[config.mk]
export PLATFORM = sky130hd
export DESIGN_NAME = mvm_mac
export DESIGN_NICKNAME = d
export VERILOG_FILES = /design/src/rtl/mvm_pkg.sv /design/src/rtl/mvm_mac.sv
export SDC_FILE = /design/constraint.sdc
export NUM_CORES = 2
export LEC_CHECK = 0
export ABC_CLOCK_PERIOD_IN_PS = 19300
export BUFFER_PORTS_ARGS = -buffer_cell sky130_fd_sc_hd__buf_2
export CORE_AREA = 2 2 412 210
export CTS_CLUSTER_DIAMETER = 80
export DETAILED_ROUTE_END_ITERATION = 8
export DIE_AREA = 0 0 414 212
export GPL_TIMING_DRIVEN = 0
export PLACE_DENSITY = 0.77
export SYNTH_ARGS = -nofsm -noshare
export SYNTH_HDL_FRONTEND = slang
export SYNTH_SLANG_ARGS = --single-unit
[constraint.sdc]
create_clock -name i_clk -period 19.3 [get_ports i_clk]
set_input_delay 5.79 -clock i_clk [delete_from_list [all_inputs] [get_ports i_clk]]
set_output_delay 5.79 -clock i_clk [all_outputs]
set_load 0.005 [all_outputs]
[src/rtl/mvm_pkg.sv]
package mvm_pkg;

    // Item, result and configuration field widths
    localparam int DATA_W    = 32;
    localparam int ELEM_W    = 12;
    localparam int OP_W      = 2;
    localparam int RIDX_W    = 6;
    localparam int CFG_W     = 7;
    localparam int CFG_IDX_W = 2;

    // Item operation codes
    localparam logic [OP_W-1:0] OP_LOAD_MAT = 2'd0;
    localparam logic [OP_W-1:0] OP_LOAD_VEC = 2'd1;
    localparam logic [OP_W-1:0] OP_COMPUTE  = 2'd2;

    // Configuration register indexes
    localparam logic [CFG_IDX_W-1:0] REG_NUM_ROWS  = 2'd0;
    localparam logic [CFG_IDX_W-1:0] REG_NUM_COLS  = 2'd1;
    localparam logic [CFG_IDX_W-1:0] REG_TRANSPOSE = 2'd2;

    // Tag that travels with each multiply-accumulate step
    typedef struct packed {
        logic              valid;
        logic              first;     // first product of a result element
        logic              last_j;    // last product of a result element
        logic              last_out;  // last result element of the vector
        logic [RIDX_W-1:0] idx;       // result element position
    } t_tag;

endpackage

[src/rtl/mvm_mac.sv]
module mvm_mac #(
    parameter int MAX_DIM   = 64,
    parameter int FRAC_BITS = 16
) (
    input  logic                                i_clk,
    input  logic                                i_rst_n,
    input  mvm_pkg::t_tag                       i_tag,
    input  logic signed [mvm_pkg::DATA_W-1:0]   i_mat,
    input  logic signed [mvm_pkg::DATA_W-1:0]   i_vec,
    output logic                                o_valid,
    output logic signed [mvm_pkg::DATA_W-1:0]   o_value,
    output logic [mvm_pkg::RIDX_W-1:0]          o_idx,
    output logic                                o_last,
    output logic                                o_busy
);

    localparam int PW   = 2 * mvm_pkg::DATA_W;
    localparam int ACCW = PW + $clog2(MAX_DIM);
    localparam logic [mvm_pkg::DATA_W-1:0] SAT_MAX = {1'b0, {(mvm_pkg::DATA_W-1){1'b1}}};
    localparam logic [mvm_pkg::DATA_W-1:0] SAT_MIN = {1'b1, {(mvm_pkg::DATA_W-1){1'b0}}};

    mvm_pkg::t_tag                      r_p2;
    logic signed [PW-1:0]               r_prod;
    logic signed [ACCW-1:0]             r_acc;
    logic                               r_done;
    logic                               r_done_last;
    logic [mvm_pkg::RIDX_W-1:0]         r_done_idx;
    logic                               r_out_valid;
    logic signed [mvm_pkg::DATA_W-1:0]  r_out_value;
    logic [mvm_pkg::RIDX_W-1:0]         r_out_idx;
    logic                               r_out_last;

    logic signed [ACCW-1:0]               shifted;
    logic [ACCW-mvm_pkg::DATA_W:0]        upper;
    logic signed [mvm_pkg::DATA_W-1:0]    sat_value;

    // Scale back and saturate the finished sum
    assign shifted = r_acc >>> FRAC_BITS;
    assign upper   = shifted[ACCW-1:mvm_pkg::DATA_W-1];

    always_comb begin
        if (!shifted[ACCW-1] && (|upper)) begin
            sat_value = SAT_MAX;
        end else if (shifted[ACCW-1] && !(&upper)) begin
            sat_value = SAT_MIN;
        end else begin
            sat_value = shifted[mvm_pkg::DATA_W-1:0];
        end
    end

    // Control: stage tag, stage valids and result strobe
    always_ff @(posedge i_clk) begin
        r_p2.first    <= i_tag.first;
        r_p2.last_j   <= i_tag.last_j;
        r_p2.last_out <= i_tag.last_out;
        r_p2.idx      <= i_tag.idx;
        if (!i_rst_n) begin
            r_p2.valid  <= 1'b0;
            r_done      <= 1'b0;
            r_out_valid <= 1'b0;
        end else begin
            r_p2.valid  <= i_tag.valid;
            r_done      <= r_p2.valid && r_p2.last_j;
            r_out_valid <= r_done;
        end
    end

    // Multiply, accumulate, result payload
    always_ff @(posedge i_clk) begin
        r_prod        <= i_mat * i_vec;
        if (r_p2.valid) begin
            r_acc <= r_p2.first ? ACCW'(r_prod) : r_acc + ACCW'(r_prod);
        end
        r_done_idx  <= r_p2.idx;
        r_done_last <= r_p2.last_out;
        r_out_value <= sat_value;
        r_out_idx   <= r_done_idx;
        r_out_last  <= r_done_last;
    end

    assign o_valid = r_out_valid;
    assign o_value = r_out_value;
    assign o_idx   = r_out_idx;
    assign o_last  = r_out_last;
    assign o_busy  = r_p2.valid | r_done;

endmodule

# Word-level counts from Yosys, hierarchy flattened
# Cells that the tools add are included.
[word_totals]
inputBits = 76
out_inout_bits = 41
register_bits = 192
[op_classes]
addsub = 1
reduce_logical = 7
bitwise_logic = 1
mul = 1
mux = 2
[op_table]
columns = ["operator", "count"]
rows = [
  ["adder 70 x 64 -> 70 bit", 1],
  ["two-way mux 70 bit", 1],
  ["multiplier 32 x 32 -> 64 bit", 1],
  ["two-way mux 32 bit", 1],
  ["AND reduction 23 bit", 1],
  ["OR reduction 23 bit", 1],
  ["logical AND 1 bit", 3],
  ["logical NOT 1 bit", 2],
  ["OR 1 bit", 1],
]

# Longest topological paths before layout
[depth]
ltp_word = 4
depth_mapped = 29
ltp_nobuf = 27

# Least setup slack after synthesis
# No wires, ideal clock.
[synth_path]
kind = "input to register"
startpoint = "input port i_mat[31] (netlist bit)"
endpoint = "register r_prod[57]"
path_slack_ns = 6.271
path_stages = 28
arrival_time_ns = 12.957
setup_ns = 0.072
n_path_buf = 1
cell_sequence = "clkbuf_1 > nand2_1 > inv_1 > fa_1 > inv_1 > fa_1 > inv_1 > fa_1 > fa_1 > inv_1 > fa_1 > inv_1 > fa_1 > fa_1 > inv_1 > fa_1 > inv_1 > ha_1 > a21o_1 > a21oi_1 > o21ai_0 > a21oi_1 > o221ai_1 > a31oi_1 > a21oi_1 > a21o_1 > a21oi_1 > xnor2_1"
[synth_between]
elab_chain_len = 1
[synth_lines]
columns = ["element", "line", "rtl"]
rows = [
  ["start, declared", "mvm_mac.sv:8", "input logic signed [mvm_pkg::DATA_W-1:0] i_mat,"],
  ["multiplier 32 x 32 -> 64 bit", "mvm_mac.sv:70", "r_prod <= i_mat * i_vec;"],
  ["end signal, assigned", "mvm_mac.sv:70", ""],
  ["end, declared", "mvm_mac.sv:23", "logic signed [PW-1:0] r_prod;"],
]
# Every way passes these cells.
# A chain may end at the register's enable or synchronous reset.

# Worst setup path in the final report
[layout_path]
startpoint = "input port i_vec[5] (netlist bit)"
endpoint = "register r_prod[63]"
[layout_between]
elab_chain_len = 1
[layout_lines]
columns = ["element", "line", "rtl"]
rows = [
  ["start, declared", "mvm_mac.sv:9", "input logic signed [mvm_pkg::DATA_W-1:0] i_vec,"],
  ["multiplier 32 x 32 -> 64 bit", "mvm_mac.sv:70", ""],
]
# Every way passes these cells.

==> results.sh <==
export IMPL_synth_simple_area_share=0.1587
export IMPL_end_kind="flop"
export IMPL_cts_hold_buffers=0
export IMPL_clock_sinks=192
export IMPL_hold_violations=0
export IMPL_cpPeakStageDelay_ns=0.90
export IMPL_min_from="r_p2[5]"
export IMPL_violations="max-capacitance violations, max-slew violations"
export IMPL_fin_skew_ns=0.02722
export IMPL_die_x_um=414
export IMPL_insertion_delay_ns=0.50
export IMPL_cp_buffers_inverters=9
export IMPL_rsz0062_at_grt="false"
export IMPL_setup_tns_ns=0
export IMPL_critPathKind="input port to flop"
export IMPL_hpwl_mm=136.7
export IMPL_fp_row_count=76
export IMPL_drc_errors=0
export IMPL_synth_area_leaders="fa_1 47%, inv_1 8.1%, and2_1 7.1%, ha_1 6.9%, dfxtp_1 5.3%"
export IMPL_yosysUniqueCellTypes=78
export IMPL_cts_root_buf="clkbuf_16"
export IMPL_netlist_area_leader_share=0.4725
export IMPL_crit_fanout=10
export IMPL_die_y_um=212
export IMPL_grt_use_met1=0.5408
export IMPL_synth_edf_count=70
export IMPL_syn_to_final_growth_pct=6.133
export IMPL_drt_pass1_iter_count=6
export IMPL_hp_class="flop to flop"
export IMPL_layout_commonest_cell="fa_1"
export IMPL_cts_max_path_buffers=3
export IMPL_yosysSeqAreaShare=0.09904
export IMPL_final_layout_size_suffix_gt1_frac=0.03550
export IMPL_path_delay_family="adder cells"
export IMPL_synth_compound_area_frac=0.07139
export IMPL_worst_path_max_delay_cell="fa_1"
export IMPL_finalNetCount=6476
export IMPL_grt_max_degree=55
export IMPL_synthFlopType="dfxtp_1"
export IMPL_synth_area_mux_share=0.001391
export IMPL_arrival_ns=15.53
export IMPL_postCtsResizedCells=0
export IMPL_reg2reg_from="r_prod[0]"
export IMPL_synthArstFlopShare=0
export IMPL_portBuffers=116
export IMPL_synth_top_family_by_area="adder cells"
export IMPL_cts_tree="yes"
export IMPL_netlist_area_mm2=0.04588
export IMPL_busiest_layer="met1"
export IMPL_fillers=7462
export IMPL_slew_violations=15
export IMPL_synthAdderAreaFrac=0.5415
export IMPL_dieArea_mm2=0.08777
export IMPL_antenna_found_initial=27
export IMPL_synth_area_per_cell_um2=9.326
export IMPL_ioPinCount=117
export IMPL_post_route_period_util=0.7847
export IMPL_status="complete, but fails checks"
export IMPL_synthCells=4920
export IMPL_yosys_warnings=0
export IMPL_syn_nets=6332
export IMPL_met2_usage=0.4817
export IMPL_drt_iter0_drc=4546
export IMPL_final_setup_viol_count=0
export IMPL_drtAntennaViolNets=0
export IMPL_synthXorXnorAreaFrac=0.02501
export IMPL_worst_pin_slew_ns=1.583
export IMPL_yosys_area_top_type="fa_1"
export IMPL_totalWireLength_mm=162.5
export IMPL_grtUsageMet3=0.2230
export IMPL_fmax_mhz=66.03
export IMPL_grtUsageTotal=0.3798
export IMPL_gp_congestion=1.083
export IMPL_initial_core_util=0.5422
export IMPL_grt_pass1_wl_mm=240.1
export IMPL_synth_seq_cells=192
export IMPL_required_ns=19.68
export IMPL_cts_setup_buffers=0
export IMPL_maxSlewHeadroom=-0.05532
export IMPL_via_per_inst=5.910
export IMPL_cp_startpoint="i_vec[5]"
export IMPL_grt_pass1_vias=37220
export IMPL_crit_top_cell="fa_1"
export IMPL_cts_buffers=25
export IMPL_overflow=0
export IMPL_maxCapViolCount=1
export IMPL_critPathLaunchType="input port"
export IMPL_fin_crit_ns=15.15
export IMPL_wl_per_cell_um=26.09
export IMPL_vias=36820
export IMPL_core_area_mm2=0.08463
export IMPL_clk_pin_slew_ns=0.06
export IMPL_mostFrequentLayoutCells="1,083 x fa_1, 995 x inv_1, 636 x nand2_1, 522 x and2_1, 254 x clkbuf_1"
export IMPL_h_tree_depth=4
## sequential cells by signal (all words and copies together) (netlist names), 6 cells and up
signal / flops
r_p2: 10
o_value: 32
r_acc: 70
o_idx: 6
r_done_idx: 6
r_prod: 64
## area by class of cell
class	instances	area (um2)	share of cell area
diodes	30	75.07	0.001542
plain buffers	260	980.9	0.02014
clock buffers	26	639.4	0.01313
clock inverters	7	72.57	0.001490
inverters	997	3742	0.07685
multi-input cells	3471	36620	0.7519
flip-flops and latches	192	4548	0.09339
well taps	1131	1415	0.02906
repair buffers	117	608.1	0.01249
## per-layer routing
layer  vias up  part of all wire
li1      15100                 -
met1     18420              0.41
met2      2934              0.36
met3       356              0.20
met4        12             0.030
met5         -            0.0017
## cells by family after synthesis
logic type / after synthesis
adders and majority gates: 1336
muxes: 6
DFF: 192
and+or+nand+nor: 1490
AOI/OAI and AO/OA: 508
xor gates and xnor gates: 131
buffers and inverters: 1257
## worst paths after layout
path,to,slack [ns],depth (start not counted)
min reg2reg,r_done_idx[5],0.32,0
min,r_done_idx[5],0.32,0
max reg2reg,r_acc[66],14.61,13
max,r_prod[63],4.15,29
## metrics by stage
stage | setup WS, ns | hold slack, ns | instances | area, um2 | utilization
floorplan | 6.271 | 0.3096 | 4920 | 45880 | -
CTS | 4.460 | 0.3280 | 6201 | 48620 | 0.5745
detailed placement | 3.970 | 0.3121 | 6168 | 47910 | 0.5661
finish | 4.155 | 0.3224 | 6231 | 48700 | 0.5754
global route | 3.857 | 0.3331 | 6202 | 48630 | 0.5746
global placement | 4.065 | 0.3097 | 6167 | 47880 | 0.5657
## cells in the mapped netlist, types with 83 or more instances
| master | number |
|---|---|
| and2_1 | 522 |
| a21oi_1 | 135 |
| dfxtp_1 | 122 |
| nor2_1 | 170 |
| fa_1 | 1083 |
| o21ai_0 | 119 |
| xnor2_1 | 85 |
| inv_1 | 995 |
| nand2_1 | 636 |
| clkbuf_1 | 254 |
| ha_1 | 253 |
| a21o_1 | 83 |
Power is left out: the tool's default activity adds up to more than one toggle a clock period on the data nets, which glitch-free logic cannot reach.
