<file path="config.mk">
export PLATFORM = sky130hd
export DESIGN_NAME = mvm_seq
export DESIGN_NICKNAME = d
export VERILOG_FILES = /design/src/rtl/mvm_pkg.sv /design/src/rtl/mvm_seq.sv
export SDC_FILE = /design/constraint.sdc
export NUM_CORES = 1
export LEC_CHECK = 0
export CAP_MARGIN = 20
export CORE_MARGIN = 2
export CORE_UTILIZATION = 62
export DETAILED_ROUTE_END_ITERATION = 8
export DONT_BUFFER_PORTS = 1
export MAX_ROUTING_LAYER = met4
export PLACE_DENSITY = 0.78
export SYNTH_ARGS = -nofsm -noshare
export SYNTH_HDL_FRONTEND = slang
export SYNTH_SLANG_ARGS = --single-unit
</file>
<file path="constraint.sdc">
create_clock -name i_clk -period 3.55 [get_ports i_clk]
set_input_delay 0.5325 -clock i_clk [delete_from_list [all_inputs] [get_ports i_clk]]
set_output_delay 0.5325 -clock i_clk [all_outputs]
set_load 0.005 [all_outputs]
</file>
<file path="src/rtl/mvm_pkg.sv">
package mvm_pkg;

    // Item, result and configuration field widths
    localparam int DATA_W    = 32;
    localparam int ELEM_W    = 12;
    localparam int OP_W      = 2;
    localparam int RIDX_W    = 6;
    localparam int CFG_W     = 7;
    localparam int CFG_IDX_W = 2;

    // Item operation codes
    localparam logic [OP_W-1:0] OP_LOAD_MAT = 2'd0;
    localparam logic [OP_W-1:0] OP_LOAD_VEC = 2'd1;
    localparam logic [OP_W-1:0] OP_COMPUTE  = 2'd2;

    // Configuration register indexes
    localparam logic [CFG_IDX_W-1:0] REG_NUM_ROWS  = 2'd0;
    localparam logic [CFG_IDX_W-1:0] REG_NUM_COLS  = 2'd1;
    localparam logic [CFG_IDX_W-1:0] REG_TRANSPOSE = 2'd2;

    // Tag that travels with each multiply-accumulate step
    typedef struct packed {
        logic              valid;
        logic              first;     // first product of a result element
        logic              last_j;    // last product of a result element
        logic              last_out;  // last result element of the vector
        logic [RIDX_W-1:0] idx;       // result element position
    } t_tag;

endpackage

</file>
<file path="src/rtl/mvm_seq.sv">
module mvm_seq #(
    parameter int MAX_DIM = 64
) (
    input  logic                                 i_clk,
    input  logic                                 i_rst_n,
    input  logic                                 i_start,
    input  logic [$clog2(MAX_DIM+1)-1:0]         i_rows,
    input  logic [$clog2(MAX_DIM+1)-1:0]         i_cols,
    input  logic                                 i_trans,
    output logic [$clog2(MAX_DIM*MAX_DIM)-1:0]   o_mat_raddr,
    output logic [$clog2(MAX_DIM)-1:0]           o_vec_raddr,
    output mvm_pkg::t_tag                        o_tag,
    output logic                                 o_busy
);

    localparam int IW = $clog2(MAX_DIM);
    localparam int DW = $clog2(MAX_DIM + 1);
    localparam int AW = $clog2(MAX_DIM * MAX_DIM);

    logic          r_run;
    logic          r_trans;
    logic [DW-1:0] r_n_in;
    logic [DW-1:0] r_n_out;
    logic [DW-1:0] r_cols;
    logic [IW-1:0] r_i;
    logic [IW-1:0] r_j;
    logic [AW-1:0] r_addr;
    mvm_pkg::t_tag r_tag;

    logic          last_j;
    logic          last_out;
    logic [AW-1:0] n_addr;

    // End of inner sum and end of result vector
    assign last_j   = (DW'(r_j) == (r_n_in - DW'(1)));
    assign last_out = last_j && (DW'(r_i) == (r_n_out - DW'(1)));

    // Row-major walk: consecutive in M*V, stride of cols in V*M
    always_comb begin
        if (!r_trans) begin
            n_addr = r_addr + AW'(1);
        end else if (last_j) begin
            n_addr = AW'(r_i) + AW'(1);
        end else begin
            n_addr = r_addr + AW'(r_cols);
        end
    end

    // Control: run flag and tag, valid reset only
    always_ff @(posedge i_clk) begin
        r_tag.first    <= (r_j == '0);
        r_tag.last_j   <= last_j;
        r_tag.last_out <= last_out;
        r_tag.idx      <= mvm_pkg::RIDX_W'(r_i);
        if (!i_rst_n) begin
            r_run       <= 1'b0;
            r_tag.valid <= 1'b0;
        end else begin
            r_tag.valid <= r_run;
            if (i_start) begin
                r_run <= 1'b1;
            end else if (r_run && last_out) begin
                r_run <= 1'b0;
            end
        end
    end

    // Counters and addresses
    always_ff @(posedge i_clk) begin
        if (i_start) begin
            r_trans <= i_trans;
            r_cols  <= i_cols;
            r_n_in  <= i_trans ? i_rows : i_cols;
            r_n_out <= i_trans ? i_cols : i_rows;
            r_i     <= '0;
            r_j     <= '0;
            r_addr  <= '0;
        end else if (r_run) begin
            r_addr <= n_addr;
            if (last_j) begin
                r_j <= '0;
                r_i <= r_i + IW'(1);
            end else begin
                r_j <= r_j + IW'(1);
            end
        end
    end

    assign o_mat_raddr = r_addr;
    assign o_vec_raddr = r_j;
    assign o_tag       = r_tag;
    assign o_busy      = r_run | r_tag.valid;

endmodule

</file>
Word level (Yosys, flattened, before mapping)
Index checks and enable logic that the tools add are counted.
- bits in registers: 57
- eq/ne operators: 2
- mux-type cells: 7
- bitwise gates (word level): 1
- add/sub/neg operators: 7
- reduce and logical (&&, ||, !) cells: 5
- operators with widths (operator ; number):
    12-bit 2-to-1 mux ; 2
    6-bit by 7-bit equality test with 1-bit output ; 2
    7-bit 2-to-1 mux ; 2
    7-bit by 1-bit subtractor with 7-bit output (second input constant) ; 2
    12-bit by 1-bit adder with 12-bit output (second input constant) ; 1
    12-bit by 7-bit adder with 12-bit output ; 1
    6-bit by 1-bit adder with 6-bit output (second input constant) ; 2
    6-bit by 1-bit adder with 7-bit output (second input constant) ; 1
    6-bit logical NOT ; 1
    6-bit 2-to-1 mux ; 1
    1-bit logical AND ; 2
    1-bit 2-to-1 mux ; 2
    2-bit AND reduction ; 1
    2-bit nonzero test ; 1
    1-bit OR ; 1

Longest topological paths before layout
- depth after elaboration: 6
- depth in mapped cells: 10
- depth with buffers taken out: 9

Worst setup path before layout
Ideal clock, no wire load.
- kind: reg-to-reg
- start: reg r_n_in[0]
- end: reg r_i[4]
- setup slack: 0.964 ns
- stages on the path, launching flop included: 8
- arrival: 2.465 ns
- library setup time: 0.121 ns
- cell sequence: edfxtp_1 or3_4 or4_4 a2111oi_4 o21ai_2 buf_6 nor3_1 mux2_2
- word-level cells in the longest chain between the ends: 3
- ends and longest elaborated chain (element ; RTL line ; text):
    from (decl) ; mvm_seq.sv:22 ; logic [DW-1:0] r_n_in;
    from (signal assigned) ; mvm_seq.sv:73 ; r_n_in <= i_trans ? i_rows : i_cols;
    7-bit by 1-bit subtractor with 7-bit output ; mvm_seq.sv:35 ; assign last_j = (DW'(r_j) == (r_n_in - DW'(1)));
    6-bit by 7-bit equality test with 1-bit output ; mvm_seq.sv:35 ;
    2-bit AND reduction (no source line) ; n/a ;
    to (signal assigned) ; mvm_seq.sv:82 ; r_i <= r_i + IW'(1);
    to (decl) ; mvm_seq.sv:25 ; logic [IW-1:0] r_i;
Every way passes these cells.
A chain may end at the register's enable or synchronous reset.

Worst setup path after layout
- start: reg r_n_in[0]
- end: reg r_addr[3] (netlist: o_mat_raddr[3])
- word-level cells in the longest chain between the ends: 4
- ends and longest elaborated chain (element ; RTL line ; text):
    7-bit by 1-bit subtractor with 7-bit output ; mvm_seq.sv:35 ;
    6-bit by 7-bit equality test with 1-bit output ; mvm_seq.sv:35 ;
    12-bit 2-to-1 mux ; mvm_seq.sv:42 ; end else if (last_j) begin
    12-bit 2-to-1 mux ; mvm_seq.sv:40 ; if (!r_trans) begin
    to (signal assigned) ; mvm_seq.sv:79 ; r_addr <= n_addr;
    to (decl) ; mvm_seq.sv:27 ; logic [AW-1:0] r_addr;
Every way passes these cells.

==> impl_metrics.py <==
metrics = {
    "run_status": {
        "status": "complete, no violations",
    },
    "worst_hold_path": {
        "hold-path-cell-count": 1,
        "hold_start": "i_start",
        "holdPathEnd": "o_vec_raddr[1]",
        "min_path_type": "in2reg",
    },
    "clock_tree": {
        "post_cts_resize_count": 0,
        "hold_buffers": 0,
        "cts_tree": "built",
        "cts.clk_slew.worst_paths_ns": 0.07,
        "cts_root_buffer": "clkbuf_8",
        "cts_sinks": 57,
        "cts_made_buffers": 9,
        "clockBufferDepth": 2,
        "clk_latency_ns": 0.33,
        "h-tree-depth": 3,
        "post_cts_buffers": 0,
    },
    "placed_design": {
        "place_ws_ns": 0.555,
        "io_buffers": 0,
        "dpl.hpwl_um": 5150,
        "gp_congestion": 0.931,
    },
    "sta": {
        "hold_slack_ns": 0.272,
        "max-slew-margin-rel": 0.319,
        "finalHoldViolations": 0,
        "setup_tns_ns": 0,
        "finalCritPeriodShare": 0.851,
        "finalWorstSetupSlack_ns": 0.531,
        "worstMarginPinSlew_ns": 1.02,
        "rsz0062_at_grt": "false",
        "setup_viol_count_final": 0,
        "finalMaxSlewViolations": 0,
        "fin_crit_ns": 3.02,
        "fmax_mhz": 331,
        "fin_skew_ns": 0.00625,
    },
    "route": {
        "routedWlPerCell_um": 17.1,
        "drt_iter0_drc": 273,
        "vias_per_cell": 6.21,
        "postRouteAntennaNets": 0,
        "wl_um": 7310,
        "firstDrtPassIters": 5,
        "drc_errors": 0,
        "via_count": 2652,
    },
    "critical_path": {
        "cp_max_fo": 25,
        "required_ns": 3.76,
        "critPathLaunchType": "flop",
        "r2r_cells": 8,
        "timing.rr.start": "r_n_in[0]",
        "critPathArrivalTime_ns": 3.22,
        "critPathKind": "reg2reg",
        "cp-startpoint": "r_n_in[0]",
        "r2r_slack_ns": 0.53,
        "worstSetupEndpointType": "flop",
        "reg2reg_to": "o_mat_raddr[3]",
    },
    "pwr": {
        "pwr_density_cell_nw_per_um2": 434,
        "leakagePower_nw": 1.30,
        "ir_drop_v": 0.000365,
        "fin_total_pwr_mw": 1.54,
    },
    "floorplan": {
        "pin_count": 47,
        "die_w_um": 77.4,
        "rows": 26,
        "initial_utilization": 0.649,
        "core_um2": 5140,
        "die_h_um": 77.4,
        "dieArea_um2": 5990,
    },
    "synth": {
        "yosys_register_bits": 57,
        "synth_cell_type_count": 58,
        "synth_adder_area_share": 0.0547,
        "synth.net_count": 391,
        "synth_cells": 359,
        "synth_area_per_cell_um2": 9.30,
        "yosys_warnings": 0,
        "synth-simple-area-share": 0.185,
        "ys_seq_area_frac": 0.408,
        "synth_xor_area_frac": 0.0682,
        "netlist_area_um2": 3340,
        "synthArstFlopShare": 0,
        "synth_compound_area_frac": 0.175,
        "synth_top_family_by_area": "simple AND/OR/NAND/NOR gates",
        "synth_ff_type": "dfxtp_1",
        "synth.mux.area_fraction": 0.0656,
        "synth_edf_count": 22,
    },
    "cells_and_area": {
        "antenna_cells": 0,
        "mostFrequentLayoutCells": "dfxtp_1, a21oi_1, nor2_1",
        "area_growth_syn_to_layout_pct": 6.30,
        "fin_nets": 384,
        "final_common_cell": "dfxtp_1",
        "num-fill-cells": 442,
        "drive_gt1_frac": 0.112,
        "post-route-util": 0.690,
    },
    "global_route": {
        "grt_pass1_vias": 2395,
        "grt_pass1_wl_um": 11800,
        "grt_max_degree": 52,
        "antenna_found_initial": 0,
        "grt_overflow": 0,
        "track_usage": 0.263,
    },
    "run": {
        "maxCapViolCount": 0,
    },
}
==> area by class of cell <==
cell class | count | area [µm²] | area share
timing repair buffer | 2 | 15.0 | 0.00423
inverter | 16 | 60.1 | 0.0169
tap | 70 | 87.6 | 0.0247
sequential | 57 | 1360 | 0.384
multi-input combinational | 266 | 1830 | 0.516
clock inverter | 4 | 25.0 | 0.00705
clock buffer | 12 | 166 | 0.0469
==> critical path, cell delays in order (launching register included) <==
cell and delay, ns:
edfxtp_1 0.44, inv_1 0.09, ha_1 0.18, nor3b_1 0.32
or4_1 0.16, o311ai_0 0.21, o21ai_2 0.87, mux2i_1 0.20
a2111oi_0 0.43
==> metrics by stage <==
| step | cell area, µm² | cells |
|---|---|---|
| global placement | 3360 | 411 |
| CTS | 3550 | 427 |
| floorplan | 3340 | 359 |
| finish | 3550 | 427 |
| global route | 3550 | 427 |
| detailed placement | 3360 | 411 |
==> synth_stat cells, types with 4 or more instances <==
| cell type | n | area share |
|---|---|---|
| clkbuf_1 | 18 | 0.020 |
| dfxtp_1 | 35 | 0.21 |
| xor2_1 | 13 | 0.034 |
| nor3_1 | 13 | 0.019 |
| mux2_2 | 15 | 0.051 |
| nand3_1 | 13 | 0.019 |
| ha_1 | 13 | 0.049 |
| a31oi_1 | 9 | 0.017 |
| nor2b_1 | 4 | 0.0075 |
| or3_1 | 5 | 0.0094 |
| edfxtp_1 | 22 | 0.20 |
| mux2i_1 | 5 | 0.015 |
| o211ai_1 | 7 | 0.016 |
| a21o_1 | 4 | 0.0090 |
| nor2_1 | 25 | 0.028 |
| nor3b_1 | 5 | 0.011 |
| o21ai_0 | 20 | 0.030 |
| inv_1 | 16 | 0.018 |
| a21oi_1 | 28 | 0.042 |
| xnor2_1 | 13 | 0.034 |
| nand2_1 | 22 | 0.025 |
==> power by group <==
group	total [mW]	switching [mW]	internal (mW)
Combinational	0.197	0.104	0.0933
Clock	0.576	0.263	0.312
Sequential	0.765	0.0466	0.719
Total	1.54	0.414	1.12
==> cell families after synthesis <==
kind of cell,Yosys count
xor+xnor,26
fa+ha+maj,14
simple gates,116
compound gates,90
mux,20
flops,57
buf+inv,36
==> layer usage <==
metal,track usage,vias to the layer above,share of wire
li1,-,1305,-
met1,0.347,1246,0.46
met2,0.396,94,0.47
met3,0.0453,7,0.055
met4,0.125,0,0.011
met5,-,-,0
==> registers in the layout, indices dropped and copies added (netlist names) <==
register / cells
r_n_out: 7
o_mat_raddr: 12
r_run: 1
r_i: 6
r_cols: 7
o_tag: 10
r_n_in: 7
r_trans: 1
o_vec_raddr: 6
==> how the worst max path moves through the flow <==
| stage | endpoint | slack [ns] |
|---|---|---|
| floorplan | r_i[4] | 0.96 |
| global placement | o_mat_raddr[6] | 0.66 |
| detailed placement | o_mat_raddr[6] | 0.56 |
| CTS | o_mat_raddr[6] | 0.53 |
| global route | o_mat_raddr[3] | 0.16 |
| finish | o_mat_raddr[3] | 0.53 |
(Power assumes the default switching activity.)
